<file path="src/sv/rsh_pkg.sv">
// Shared types and constants for the ray-sphere nearest-hit picker.
// Used by rsh_addsub, rsh_core and ray_sphere_nearest_hit; depends on nothing.
package rsh_pkg;

  // Width of the shared adder and the wide working registers.
  localparam int W = 136;
  // Width of the multiplier operand shift register.
  localparam int MW = 68;

  localparam int MAX_SPHERES = 1024;
  localparam int CNT_W = $clog2(MAX_SPHERES + 1);
  localparam int IDX_W = 10;
  localparam int T_W = 31;

  // Step counts of the shift-add multiply, the root and the division.
  localparam logic [6:0] LEN_D = 7'd32;
  localparam logic [6:0] LEN_L = 7'd33;
  localparam logic [6:0] LEN_H = 7'd68;
  localparam logic [6:0] SQRT_STEPS = 7'd64;
  localparam logic [6:0] DIV_STEPS = 7'd31;

  // Configuration register indexes.
  localparam logic [2:0] CFG_ORIGIN_X = 3'd0;
  localparam logic [2:0] CFG_ORIGIN_Y = 3'd1;
  localparam logic [2:0] CFG_ORIGIN_Z = 3'd2;
  localparam logic [2:0] CFG_DIR_X = 3'd3;
  localparam logic [2:0] CFG_DIR_Y = 3'd4;
  localparam logic [2:0] CFG_DIR_Z = 3'd5;

  localparam logic [31:0] DIR_Z_RESET = 32'h0001_0000;
  localparam logic [T_W-1:0] T_SAT = {T_W{1'b1}};

  // Sequencer states of the arithmetic core.
  typedef enum logic [3:0] {
    C_IDLE, C_SETUP, C_MUL, C_MDONE, C_SQRT, C_NSUB, C_NADD, C_OVF, C_DIV, C_FIN
  } rsh_cst_t;

  // Product schedule of the core.
  typedef enum logic [3:0] {
    M_DXX, M_DYY, M_DZZ, M_LXD, M_LYD, M_LZD, M_LXX, M_LYY, M_LZZ, M_RR, M_HH, M_AE
  } rsh_mop_t;

  // States of the pick control in the top level.
  typedef enum logic [1:0] {
    P_IDLE, P_BUSY, P_EMIT
  } rsh_pst_t;

  // Result handed from the core to the pick control.
  typedef struct packed {
    logic           done;
    logic           hit;
    logic [T_W-1:0] t;
  } rsh_res_t;

endpackage

</file>
<file path="src/sv/rsh_addsub.sv">
// Shared wide adder/subtractor of the ray-sphere picker core.
// Depends on rsh_pkg for the datapath width.
module rsh_addsub
  import rsh_pkg::*;
(
  input  logic [W-1:0] x_i,
  input  logic [W-1:0] y_i,
  input  logic         sub_i,
  output logic [W-1:0] sum_o
);

  // Two's complement add, inverting the second operand for a subtract.
  assign sum_o = x_i + (sub_i ? ~y_i : y_i) + {{(W-1){1'b0}}, sub_i};

endmodule

</file>
<file path="src/sv/rsh_core.sv">
// Iterative sequencer that tests one sphere against the ray.
// Depends on rsh_pkg and on rsh_addsub, the single arithmetic unit it shares.
module rsh_core
  import rsh_pkg::*;
(
  input  logic                  clk,
  input  logic                  rst_n,
  input  logic                  start_i,
  input  logic signed [32:0]    lx_i,
  input  logic signed [32:0]    ly_i,
  input  logic signed [32:0]    lz_i,
  input  logic signed [31:0]    dx_i,
  input  logic signed [31:0]    dy_i,
  input  logic signed [31:0]    dz_i,
  input  logic [T_W-1:0]        rad_i,
  output rsh_res_t              res_o
);

  rsh_cst_t st_r, st_nxt;
  rsh_mop_t op_r, op_nxt;

  logic signed [32:0] lx_r, ly_r, lz_r, lx_nxt, ly_nxt, lz_nxt;
  logic signed [31:0] dx_r, dy_r, dz_r, dx_nxt, dy_nxt, dz_nxt;
  logic [T_W-1:0]     rad_r, rad_nxt;
  logic [63:0]        a_r, a_nxt;
  logic [MW-1:0]      h_r, h_nxt, e_r, e_nxt;
  logic [W-1:0]       acc_r, acc_nxt, mc_r, mc_nxt;
  logic [MW-1:0]      mp_r, mp_nxt;
  logic [6:0]         cnt_r, cnt_nxt;
  logic [127:0]       bit_r, bit_nxt;
  logic [T_W-1:0]     q_r, q_nxt;
  logic               hit_r, hit_nxt;

  logic [W-1:0] add_x, add_y, add_sum;
  logic         add_sub;
  logic         ge;

  // Operands of the product selected by the schedule.
  logic [W-1:0]  op_mc;
  logic [MW-1:0] op_mp;
  logic [6:0]    op_len;
  logic          op_clr, op_neg;

  rsh_addsub u_add (
    .x_i   (add_x),
    .y_i   (add_y),
    .sub_i (add_sub),
    .sum_o (add_sum)
  );

  // A non-negative difference means the compare passed.
  assign ge = ~add_sum[W-1];

  // Product table: multiplicand, multiplier, its length and accumulate mode.
  always_comb begin
    op_mc  = '0;
    op_mp  = '0;
    op_len = LEN_D;
    op_clr = 1'b0;
    op_neg = 1'b0;
    unique case (op_r)
      M_DXX: begin
        op_mc = {{(W-32){dx_r[31]}}, dx_r}; op_mp = {{(MW-32){dx_r[31]}}, dx_r};
        op_clr = 1'b1;
      end
      M_DYY: begin
        op_mc = {{(W-32){dy_r[31]}}, dy_r}; op_mp = {{(MW-32){dy_r[31]}}, dy_r};
      end
      M_DZZ: begin
        op_mc = {{(W-32){dz_r[31]}}, dz_r}; op_mp = {{(MW-32){dz_r[31]}}, dz_r};
      end
      M_LXD: begin
        op_mc = {{(W-33){lx_r[32]}}, lx_r}; op_mp = {{(MW-32){dx_r[31]}}, dx_r};
        op_clr = 1'b1;
      end
      M_LYD: begin
        op_mc = {{(W-33){ly_r[32]}}, ly_r}; op_mp = {{(MW-32){dy_r[31]}}, dy_r};
      end
      M_LZD: begin
        op_mc = {{(W-33){lz_r[32]}}, lz_r}; op_mp = {{(MW-32){dz_r[31]}}, dz_r};
      end
      M_LXX: begin
        op_mc = {{(W-33){lx_r[32]}}, lx_r}; op_mp = {{(MW-33){lx_r[32]}}, lx_r};
        op_len = LEN_L; op_clr = 1'b1;
      end
      M_LYY: begin
        op_mc = {{(W-33){ly_r[32]}}, ly_r}; op_mp = {{(MW-33){ly_r[32]}}, ly_r};
        op_len = LEN_L;
      end
      M_LZZ: begin
        op_mc = {{(W-33){lz_r[32]}}, lz_r}; op_mp = {{(MW-33){lz_r[32]}}, lz_r};
        op_len = LEN_L;
      end
      M_RR: begin
        op_mc = {{(W-T_W){1'b0}}, rad_r}; op_mp = {{(MW-T_W){1'b0}}, rad_r};
        op_neg = 1'b1;
      end
      M_HH: begin
        op_mc = {{(W-MW){h_r[MW-1]}}, h_r}; op_mp = h_r;
        op_len = LEN_H; op_clr = 1'b1;
      end
      M_AE: begin
        op_mc = {{(W-64){1'b0}}, a_r}; op_mp = e_r;
        op_len = LEN_H; op_neg = 1'b1;
      end
      default: begin
        op_mc = '0;
      end
    endcase
  end

  // Operand selection of the shared adder.
  always_comb begin
    add_x   = acc_r;
    add_y   = mc_r;
    add_sub = 1'b1;
    unique case (st_r)
      C_MUL:  add_sub = op_neg ^ (cnt_r == 7'd1);
      C_SQRT: add_y = mc_r | {{(W-128){1'b0}}, bit_r};
      C_NSUB: add_x = {{(W-MW){h_r[MW-1]}}, h_r};
      C_NADD: begin
        add_x   = {{(W-MW){h_r[MW-1]}}, h_r};
        add_sub = 1'b0;
      end
      C_OVF:  add_y = {{(W-64){1'b0}}, a_r} << 31;
      default: add_sub = 1'b1;
    endcase
  end

  // Next state of the sequencer.
  always_comb begin
    st_nxt = st_r;
    unique case (st_r)
      C_IDLE:  if (start_i) st_nxt = C_SETUP;
      C_SETUP: st_nxt = C_MUL;
      C_MUL:   if (cnt_r == 7'd1) st_nxt = C_MDONE;
      C_MDONE: begin
        if (op_r == M_DZZ && acc_r[63:0] == 64'd0) st_nxt = C_FIN;
        else if (op_r == M_AE) st_nxt = acc_r[W-1] ? C_FIN : C_SQRT;
        else st_nxt = C_SETUP;
      end
      C_SQRT:  if (cnt_r == 7'd1) st_nxt = C_NSUB;
      C_NSUB:  st_nxt = ge ? C_OVF : C_NADD;
      C_NADD:  st_nxt = ge ? C_OVF : C_FIN;
      C_OVF:   st_nxt = ge ? C_FIN : C_DIV;
      C_DIV:   if (cnt_r == 7'd1) st_nxt = C_FIN;
      C_FIN:   st_nxt = C_IDLE;
      default: st_nxt = C_IDLE;
    endcase
  end

  // Datapath registers.
  always_comb begin
    lx_nxt = lx_r; ly_nxt = ly_r; lz_nxt = lz_r;
    dx_nxt = dx_r; dy_nxt = dy_r; dz_nxt = dz_r;
    rad_nxt = rad_r; a_nxt = a_r; h_nxt = h_r; e_nxt = e_r;
    acc_nxt = acc_r; mc_nxt = mc_r; mp_nxt = mp_r; cnt_nxt = cnt_r;
    bit_nxt = bit_r; q_nxt = q_r; hit_nxt = hit_r; op_nxt = op_r;
    unique case (st_r)
      C_IDLE: begin
        if (start_i) begin
          lx_nxt = lx_i; ly_nxt = ly_i; lz_nxt = lz_i;
          dx_nxt = dx_i; dy_nxt = dy_i; dz_nxt = dz_i;
          rad_nxt = rad_i;
          hit_nxt = 1'b0;
          op_nxt  = M_DXX;
        end
      end
      C_SETUP: begin
        mc_nxt  = op_mc;
        mp_nxt  = op_mp;
        cnt_nxt = op_len;
        if (op_clr) acc_nxt = '0;
      end
      // One multiplier bit a cycle; the top bit carries negative weight.
      C_MUL: begin
        if (mp_r[0]) acc_nxt = add_sum;
        mc_nxt  = mc_r << 1;
        mp_nxt  = {mp_r[MW-1], mp_r[MW-1:1]};
        cnt_nxt = cnt_r - 7'd1;
      end
      C_MDONE: begin
        op_nxt = rsh_mop_t'(op_r + 4'd1);
        if (op_r == M_DZZ) a_nxt = acc_r[63:0];
        if (op_r == M_LZD) h_nxt = acc_r[MW-1:0];
        if (op_r == M_RR)  e_nxt = acc_r[MW-1:0];
        if (op_r == M_AE) begin
          mc_nxt  = '0;
          bit_nxt = {2'b01, 126'd0};
          cnt_nxt = SQRT_STEPS;
        end
      end
      // Digit-by-digit square root: mc holds the root, acc the remainder.
      C_SQRT: begin
        if (ge) begin
          acc_nxt = add_sum;
          mc_nxt  = (mc_r >> 1) | {{(W-128){1'b0}}, bit_r};
        end else begin
          mc_nxt = mc_r >> 1;
        end
        bit_nxt = bit_r >> 2;
        cnt_nxt = cnt_r - 7'd1;
      end
      // Near root first, far root when the near one is negative.
      C_NSUB, C_NADD: begin
        if (ge) acc_nxt = add_sum << 16;
      end
      C_OVF: begin
        if (ge) begin
          hit_nxt = 1'b1;
          q_nxt   = T_SAT;
        end else begin
          mc_nxt  = {{(W-64){1'b0}}, a_r} << 30;
          cnt_nxt = DIV_STEPS;
          q_nxt   = '0;
        end
      end
      // Restoring division, one quotient bit a cycle.
      C_DIV: begin
        if (ge) acc_nxt = add_sum;
        q_nxt   = {q_r[T_W-2:0], ge};
        mc_nxt  = mc_r >> 1;
        cnt_nxt = cnt_r - 7'd1;
        if (cnt_r == 7'd1) hit_nxt = 1'b1;
      end
      default: begin
        q_nxt = q_r;
      end
    endcase
  end

  always_ff @(posedge clk) begin
    if (!rst_n) begin
      st_r  <= C_IDLE;
      op_r  <= M_DXX;
      hit_r <= 1'b0;
    end else begin
      st_r  <= st_nxt;
      op_r  <= op_nxt;
      hit_r <= hit_nxt;
    end
  end

  always_ff @(posedge clk) begin
    lx_r <= lx_nxt; ly_r <= ly_nxt; lz_r <= lz_nxt;
    dx_r <= dx_nxt; dy_r <= dy_nxt; dz_r <= dz_nxt;
    rad_r <= rad_nxt; a_r <= a_nxt; h_r <= h_nxt; e_r <= e_nxt;
    acc_r <= acc_nxt; mc_r <= mc_nxt; mp_r <= mp_nxt; cnt_r <= cnt_nxt;
    bit_r <= bit_nxt; q_r <= q_nxt;
  end

  // Result of the finished sphere.
  always_comb begin
    res_o.done = (st_r == C_FIN);
    res_o.hit  = hit_r;
    res_o.t    = q_r;
  end

endmodule

</file>
<file path="src/sv/ray_sphere_nearest_hit.sv">
// Top level of the ray-sphere nearest-hit picker: configuration, pick state and streams.
// Depends on rsh_pkg and rsh_core.
//
// Use: write the ray origin and direction (Q16.16) through cfg_we/cfg_addr/cfg_wdata
// while the block is idle, then stream spheres on the in_ channel, one per transfer,
// with in_tlast on the final sphere of a pick. The block keeps the nearest hit; on the
// transfer marked last it offers one result on the out_ channel (hit flag in
// out_tuser, index and distance in out_tdata) and clears its pick state.
// The time a tested sphere keeps the core busy is set by the single shared adder:
// twelve shift-add products of 32 to 68 steps with a setup and a finish state each,
// a 64-step square root and a 31-step division. Taking the far root adds a state, and
// a saturating distance skips the division. A zero direction ends the test after the
// third product and a negative discriminant after the twelfth, before the root.
// in_tready is high only while no sphere is being worked on; a sphere beyond the
// 1024th of a pick is not tested.
// The result sits in an output register; if the receiver stalls, the next pick's
// spheres are still taken, and only a further last transfer waits for the slot.
// Reset (rst_n low at a clock edge) restores the default ray, pointing along +z,
// clears the pick state and drops out_tvalid.
module ray_sphere_nearest_hit
  import rsh_pkg::*;
(
  input  logic         clk,
  input  logic         rst_n,
  input  logic         cfg_we,
  input  logic [2:0]   cfg_addr,
  input  logic [31:0]  cfg_wdata,
  input  logic         in_tvalid,
  output logic         in_tready,
  // center_x [31:0], center_y [63:32], center_z [95:64], radius [126:96], pad [127]
  input  logic [127:0] in_tdata,
  input  logic         in_tlast,
  output logic         out_tvalid,
  input  logic         out_tready,
  // best_index [9:0], hit_distance [40:10], pad [47:41]
  output logic [47:0]  out_tdata,
  // hit [0]
  output logic         out_tuser
);

  logic signed [31:0] org_x_r, org_y_r, org_z_r, dir_x_r, dir_y_r, dir_z_r;

  rsh_pst_t st_r, st_nxt;
  logic [31:0]      near_t_r, near_t_nxt;
  logic [IDX_W-1:0] near_idx_r, near_idx_nxt, cur_idx_r;
  logic             found_r, found_nxt;
  logic [CNT_W-1:0] count_r, count_nxt;
  logic             last_r;
  logic             out_tvalid_r, out_tuser_r;
  logic [47:0]      out_tdata_r;

  logic     accept, in_range, core_start, slot_free, out_load;
  rsh_res_t res;
  logic signed [32:0] lx, ly, lz;

  assign accept    = in_tvalid & in_tready;
  assign in_range  = (count_r < CNT_W'(MAX_SPHERES));
  assign slot_free = ~out_tvalid_r | out_tready;

  // Centre relative to the ray origin.
  assign lx = 33'(signed'(in_tdata[31:0]))  - 33'(org_x_r);
  assign ly = 33'(signed'(in_tdata[63:32])) - 33'(org_y_r);
  assign lz = 33'(signed'(in_tdata[95:64])) - 33'(org_z_r);

  rsh_core u_core (
    .clk     (clk),
    .rst_n   (rst_n),
    .start_i (core_start),
    .lx_i    (lx),
    .ly_i    (ly),
    .lz_i    (lz),
    .dx_i    (dir_x_r),
    .dy_i    (dir_y_r),
    .dz_i    (dir_z_r),
    .rad_i   (in_tdata[126:96]),
    .res_o   (res)
  );

  // Configuration registers; writes to unused indexes are dropped.
  always_ff @(posedge clk) begin
    if (!rst_n) begin
      org_x_r <= '0; org_y_r <= '0; org_z_r <= '0;
      dir_x_r <= '0; dir_y_r <= '0; dir_z_r <= DIR_Z_RESET;
    end else if (cfg_we) begin
      unique case (cfg_addr)
        CFG_ORIGIN_X: org_x_r <= cfg_wdata;
        CFG_ORIGIN_Y: org_y_r <= cfg_wdata;
        CFG_ORIGIN_Z: org_z_r <= cfg_wdata;
        CFG_DIR_X:    dir_x_r <= cfg_wdata;
        CFG_DIR_Y:    dir_y_r <= cfg_wdata;
        CFG_DIR_Z:    dir_z_r <= cfg_wdata;
        default:      org_x_r <= org_x_r;
      endcase
    end
  end

  // Next state of the pick control.
  always_comb begin
    st_nxt = st_r;
    unique case (st_r)
      P_IDLE: begin
        if (accept) begin
          if (in_range) st_nxt = P_BUSY;
          else if (in_tlast) st_nxt = P_EMIT;
        end
      end
      P_BUSY: if (res.done) st_nxt = last_r ? P_EMIT : P_IDLE;
      P_EMIT: if (slot_free) st_nxt = P_IDLE;
      default: st_nxt = P_IDLE;
    endcase
  end

  // Handshake and control outputs of the pick control.
  always_comb begin
    in_tready  = 1'b0;
    core_start = 1'b0;
    out_load   = 1'b0;
    unique case (st_r)
      P_IDLE:  begin
        in_tready  = 1'b1;
        core_start = in_tvalid & in_range;
      end
      P_EMIT:  out_load = slot_free;
      default: in_tready = 1'b0;
    endcase
  end

  // Nearest-hit bookkeeping; strict less-than keeps the earliest of equal hits.
  always_comb begin
    near_t_nxt   = near_t_r;
    near_idx_nxt = near_idx_r;
    found_nxt    = found_r;
    count_nxt    = count_r;
    if (accept && in_range) count_nxt = count_r + CNT_W'(1);
    if (st_r == P_BUSY && res.done && res.hit && {1'b0, res.t} < near_t_r) begin
      near_t_nxt   = {1'b0, res.t};
      near_idx_nxt = cur_idx_r;
      found_nxt    = 1'b1;
    end
    if (out_load) begin
      near_t_nxt   = '1;
      near_idx_nxt = '0;
      found_nxt    = 1'b0;
      count_nxt    = '0;
    end
  end

  always_ff @(posedge clk) begin
    if (!rst_n) begin
      st_r         <= P_IDLE;
      near_t_r     <= '1;
      near_idx_r   <= '0;
      found_r      <= 1'b0;
      count_r      <= '0;
      out_tvalid_r <= 1'b0;
    end else begin
      st_r       <= st_nxt;
      near_t_r   <= near_t_nxt;
      near_idx_r <= near_idx_nxt;
      found_r    <= found_nxt;
      count_r    <= count_nxt;
      if (out_load) out_tvalid_r <= 1'b1;
      else if (out_tready) out_tvalid_r <= 1'b0;
    end
  end

  // Per-sphere context and the output register.
  always_ff @(posedge clk) begin
    if (accept) begin
      last_r    <= in_tlast;
      cur_idx_r <= count_r[IDX_W-1:0];
    end
    if (out_load) begin
      out_tuser_r <= found_r;
      out_tdata_r <= {7'd0, found_r ? near_t_r[T_W-1:0] : '0,
                      found_r ? near_idx_r : '0};
    end
  end

  assign out_tvalid = out_tvalid_r;
  assign out_tdata  = out_tdata_r;
  assign out_tuser  = out_tuser_r;

`ifndef SYNTHESIS
  a_done_when_busy: assert property (@(posedge clk) disable iff (!rst_n)
    res.done |-> st_r == P_BUSY) else $error("core finished outside a sphere test");
  a_found_sets_t: assert property (@(posedge clk) disable iff (!rst_n)
    !found_r |-> near_t_r == 32'hFFFF_FFFF) else $error("nearest distance without a hit");
  a_count_bound: assert property (@(posedge clk) disable iff (!rst_n)
    count_r <= CNT_W'(MAX_SPHERES)) else $error("sphere count beyond limit");
  a_miss_zero: assert property (@(posedge clk) disable iff (!rst_n)
    out_tvalid && !out_tuser |-> out_tdata == 48'd0) else $error("miss result not zero");
`endif

endmodule
</file>
<file path="config.mk">
export PLATFORM = sky130hd
export DESIGN_NAME = ray_sphere_nearest_hit
export DESIGN_NICKNAME = d
export VERILOG_FILES = /design/src/sv/rsh_pkg.sv /design/src/sv/rsh_addsub.sv /design/src/sv/rsh_core.sv /design/src/sv/ray_sphere_nearest_hit.sv
export SDC_FILE = /design/constraint.sdc
export NUM_CORES = 2
export LEC_CHECK = 0
export BUFFER_PORTS_ARGS = -buffer_cell sky130_fd_sc_hd__buf_2
export CORE_AREA = 2 2 522 524
export DETAILED_ROUTE_END_ITERATION = 12
export DIE_AREA = 0 0 524 526
export PLACE_DENSITY = 0.39
export SYNTH_ARGS = -nofsm -noshare
export SYNTH_HDL_FRONTEND = slang
export SYNTH_HIERARCHICAL = 1
export SYNTH_SLANG_ARGS = --single-unit
export TNS_END_PERCENT = 50
</file>
<file path="constraint.sdc">
create_clock -name clk -period 18.38 [get_ports clk]
set_clock_uncertainty 0.05 [all_clocks]
set_input_delay 0 -clock clk [delete_from_list [all_inputs] [get_ports clk]]
set_output_delay 0 -clock clk [all_outputs]
set_load 0.02 [all_outputs]
</file>
==> impl_metrics.csv <==
group,metric,value,unit
pwr,p_comb_share,37.6,%
timing,max_freq,0.0890,GHz
grt,grt.total_usage,20.9,%
place,numPlacedInstances,10300,
timing,rsz0062_at_grt,"no",
worst_setup_path,critical_path.max_fanout,72,
drt,drc,0,
pwr,switchingPower,4.34,mW
synth,synth-main-ff-cell,"edfxtp_1",
pwr,leakage,28.6,nW
synth,yosys_warnings,6,
floorplan,die_h,526,um
clock_network,root_buffer,"clkbuf_16",
floorplan,coreArea,270000,sq um
worst_setup_path,start_kind,"flop",
drt,dr.pass1.iters,6,
timing,max_slew_margin,9.27,%
worst_setup_path,crit_required,18.72,ns
timing,finalSetupTns,0,ns
worst_setup_path,path_class,"flop to flop",
floorplan,rows,191,
status,status,"completed",
worst_hold_path,hold_class,"input port to flop",
drt,postRouteAntennaNets,0,
grt,grt_pass1_vias,56000,
synth,synth-edff-count,921,
layout,area_growth,18.8,%
pwr,power_frac_clock,29.2,%
floorplan,initial_core_util,24.9,%
timing,worstMarginPinSlew,1.35,ns
synth,synth-seq-area-share,48.8,%
clock_network,numCtsBuffers,159,
synth,synth-async-reset-ratio,0,%
drt,routed_wl,296000,um
synth,synth_area_per_cell,9.81,sq um
layout,instances_no_fill,10800,
flow_run,drv_cap,0,
timing,slew_violations,0,
clock_network,clk_latency,0.86,ns
grt,grt_pass1_wl,418000,um
grt,grt_max_degree,160,
layout,layout.nets,7574,
clock_network,htreeDepth,4,
clock_network,cts_setup_buffers,0,
synth,netlist_instances,6854,
pwr,power.share.sequential,33.2,%
floorplan,die_w,524,um
pwr,switching_share,39.9,%
clock_network,cts_tree,"done",
drt,via_per_inst,5.22,
place,dp_hpwl,215000,um
pwr,peakVddDrop,0.0000731,V
pwr,p_per_area,136,nW/um^2
timing,period_minus_slack,11.23,ns
place,port_buffers,211,
grt,antenna_found_initial,16,
layout,drive_above_1_share,8.77,%
clock_network,clk_path_buf_depth,4,
drt,routedWlPerCell,27.3,um
worst_setup_path,arrival,11.58,ns
layout,mostFrequentLayoutCells,"1211 x nand2_1, 921 x edfxtp_1, 396 x a21oi_1",
timing,report.final.hold_viol_count,0,
drt,drtIter0Drc,5009,
floorplan,die_area,276000,sq um
clock_network,clkTransAtPathRegs,0.06,ns
layout,final_common_cell,"nand2_1",
timing,setup_viol,0,
pwr,intPower,6.54,mW
grt,grt_overflow_total,0,
floorplan,ios,220,
timing,fin_crit_sh,61.1,%
synth,synth-seq-cells,1179,
synth,synthDistinctLibCells,101,
synth,syn-cell-area,67300,sq um
drt,vias,56500,
place,routabilityCongestion,0.890,
clock_network,cts_num_sinks,1179,
worst_setup_path,setup.worst_path.end_class,"flop",
## cell families (layout without fill, tap and decap cells)
logic type | count (synthesis) | in the layout | synth area share, %
AND/OR/NAND/NOR | 2197 | 2197 | 14.6
AO/OA/AOI/OAI | 2137 | 2137 | 22.5
flip-flops | 1179 | 1179 | 48.8
buffers and inverters | 688 | 1080 | 4.03
XOR/XNOR | 373 | 373 | 4.86
adder cells (fa/ha/maj) | 272 | 272 | 5.11
multiplexers | 7 | 7 | 0.104
other | 1 | 10 | 0.00558
## layer usage
metal / vias up / routed length (um) / global-route usage (%)
met4: 4 / 15500 / 9.65
met5: - / 26 / 0
met2: 1960 / 140000 / 34.7
met1: 28200 / 125000 / 26.9
li1: 25900 / - / -
met3: 501 / 14800 / 2.41
## registers in the layout, summed over array words and instances, names as in the netlist, 41 cells and up
name / cells
u_core/acc_r: 136
out_tdata: 41
u_core/h_r: 68
u_core/a_r: 64
u_core/e_r: 68
u_core/bit_r: 64
u_core/mc_r: 136
u_core/mp_r: 68
## path summary, 6_finish.rpt
check	to	from	depth (start not counted)	slack [ns]
worst min register to register	u_core/dy_r[9]	dir_y_r[9]	0	0.36
worst min-delay path	dir_z_r[1]	cfg_wdata[1]	4	0.08
worst max register to register	u_core/mc_r[127]	u_core/op_r[1]	27	7.15
worst max-delay path	u_core/mc_r[127]	u_core/op_r[1]	27	7.15
## synthesized netlist by cell type (31+ instances only)
library cell     n  area, sq um
edfxtp_1       921        27700
nand2_1       1212         4550
o21bai_1        69          518
buf_1           44          165
a222oi_1        31          310
nor3_1          62          310
a31oi_1         45          282
a21o_1         222         1670
xor2_1         224         1960
a221oi_1        77          674
a21boi_0       208         1560
and2_1         182         1140
o21ai_0        250         1250
clkbuf_1       366         1370
o211ai_1       101          758
nand2b_1        38          238
ha_1           268         3350
buf_2           48          240
a21oi_1        400         2000
xnor2_1        149         1310
o21a_1          57          428
nand4_1        118          738
a22oi_1        255         1910
nor2_1         286         1070
inv_1          213          800
nor2b_1         37          231
dfxtp_1        258         5160
nand3_1        139          696
a22o_1         177         1550
## per-stage QoR
stage	util, %	cell area, sq um	total power [mW]	worst slack (ns)	hold slack, ns
6_report	29.6	79900	10.9	7.15	0.0810
5_1_grt	29.6	79900	11.4	6.79	0.0493
4_1_cts	29.6	79900	11.0	7.28	0.0238
3_5_place_dp	26.6	71900	7.67	7.36	0.128
3_3_place_gp	26.6	71900	7.68	7.37	0.129
2_1_floorplan	-	67300	6.06	2.31	0.0489
## layout make-up
type	count	area, sq um
Tap cell	3570	4470
Clock inverter	73	846
Multi-Input combinational cell	4993	32000
Clock buffer	207	4370
Sequential cell	1179	32800
Timing Repair Buffer	586	4620
Fill cell	28400	190000
Antenna cell	3	7.51
Inverter	214	803
## worst max-delay path, cell delays in order (launching register included)
cell and delay (ns):
dfxtp_1 0.50, ha_4 0.51, and2_1 0.80, nor2_1 0.15, xnor2_1 0.20, o21ai_4 0.13
buf_4 0.66, buf_4 0.76, xor2_1 0.15, ha_1 0.41, a21o_1 0.23, a21o_1 0.18
a21oi_1 0.21, o221ai_1 0.24, o31ai_1 0.83, o211ai_1 0.44, a21oi_1 0.41, nor2_1 0.21
a41oi_1 0.41, o21ai_1 0.27, xnor2_1 0.24, buf_4 0.23, nand3_1 0.09, nand2_1 0.10
o22ai_1 0.12, o21ai_4 0.16, buf_4 0.82, buf_4 0.97
## repair_timing
item                                    CTS  global route
hold buffers                            283             0
endpoints found under the setup margin    0             0
endpoints found under the hold margin   357             0
gates resized for setup                   0             0
## power by group through the flow
stage | Combinational [mW] | Clock, mW | Sequential [mW]
3_3_place_gp | 4.01 | 0 | 3.67
5_1_grt | 4.39 | 3.37 | 3.63
4_1_cts | 4.08 | 3.27 | 3.61
2_1_floorplan | 2.52 | 0 | 3.55
6_report | 4.09 | 3.18 | 3.61
3_5_place_dp | 4.00 | 0 | 3.67
(Power assumes the default switching activity.)
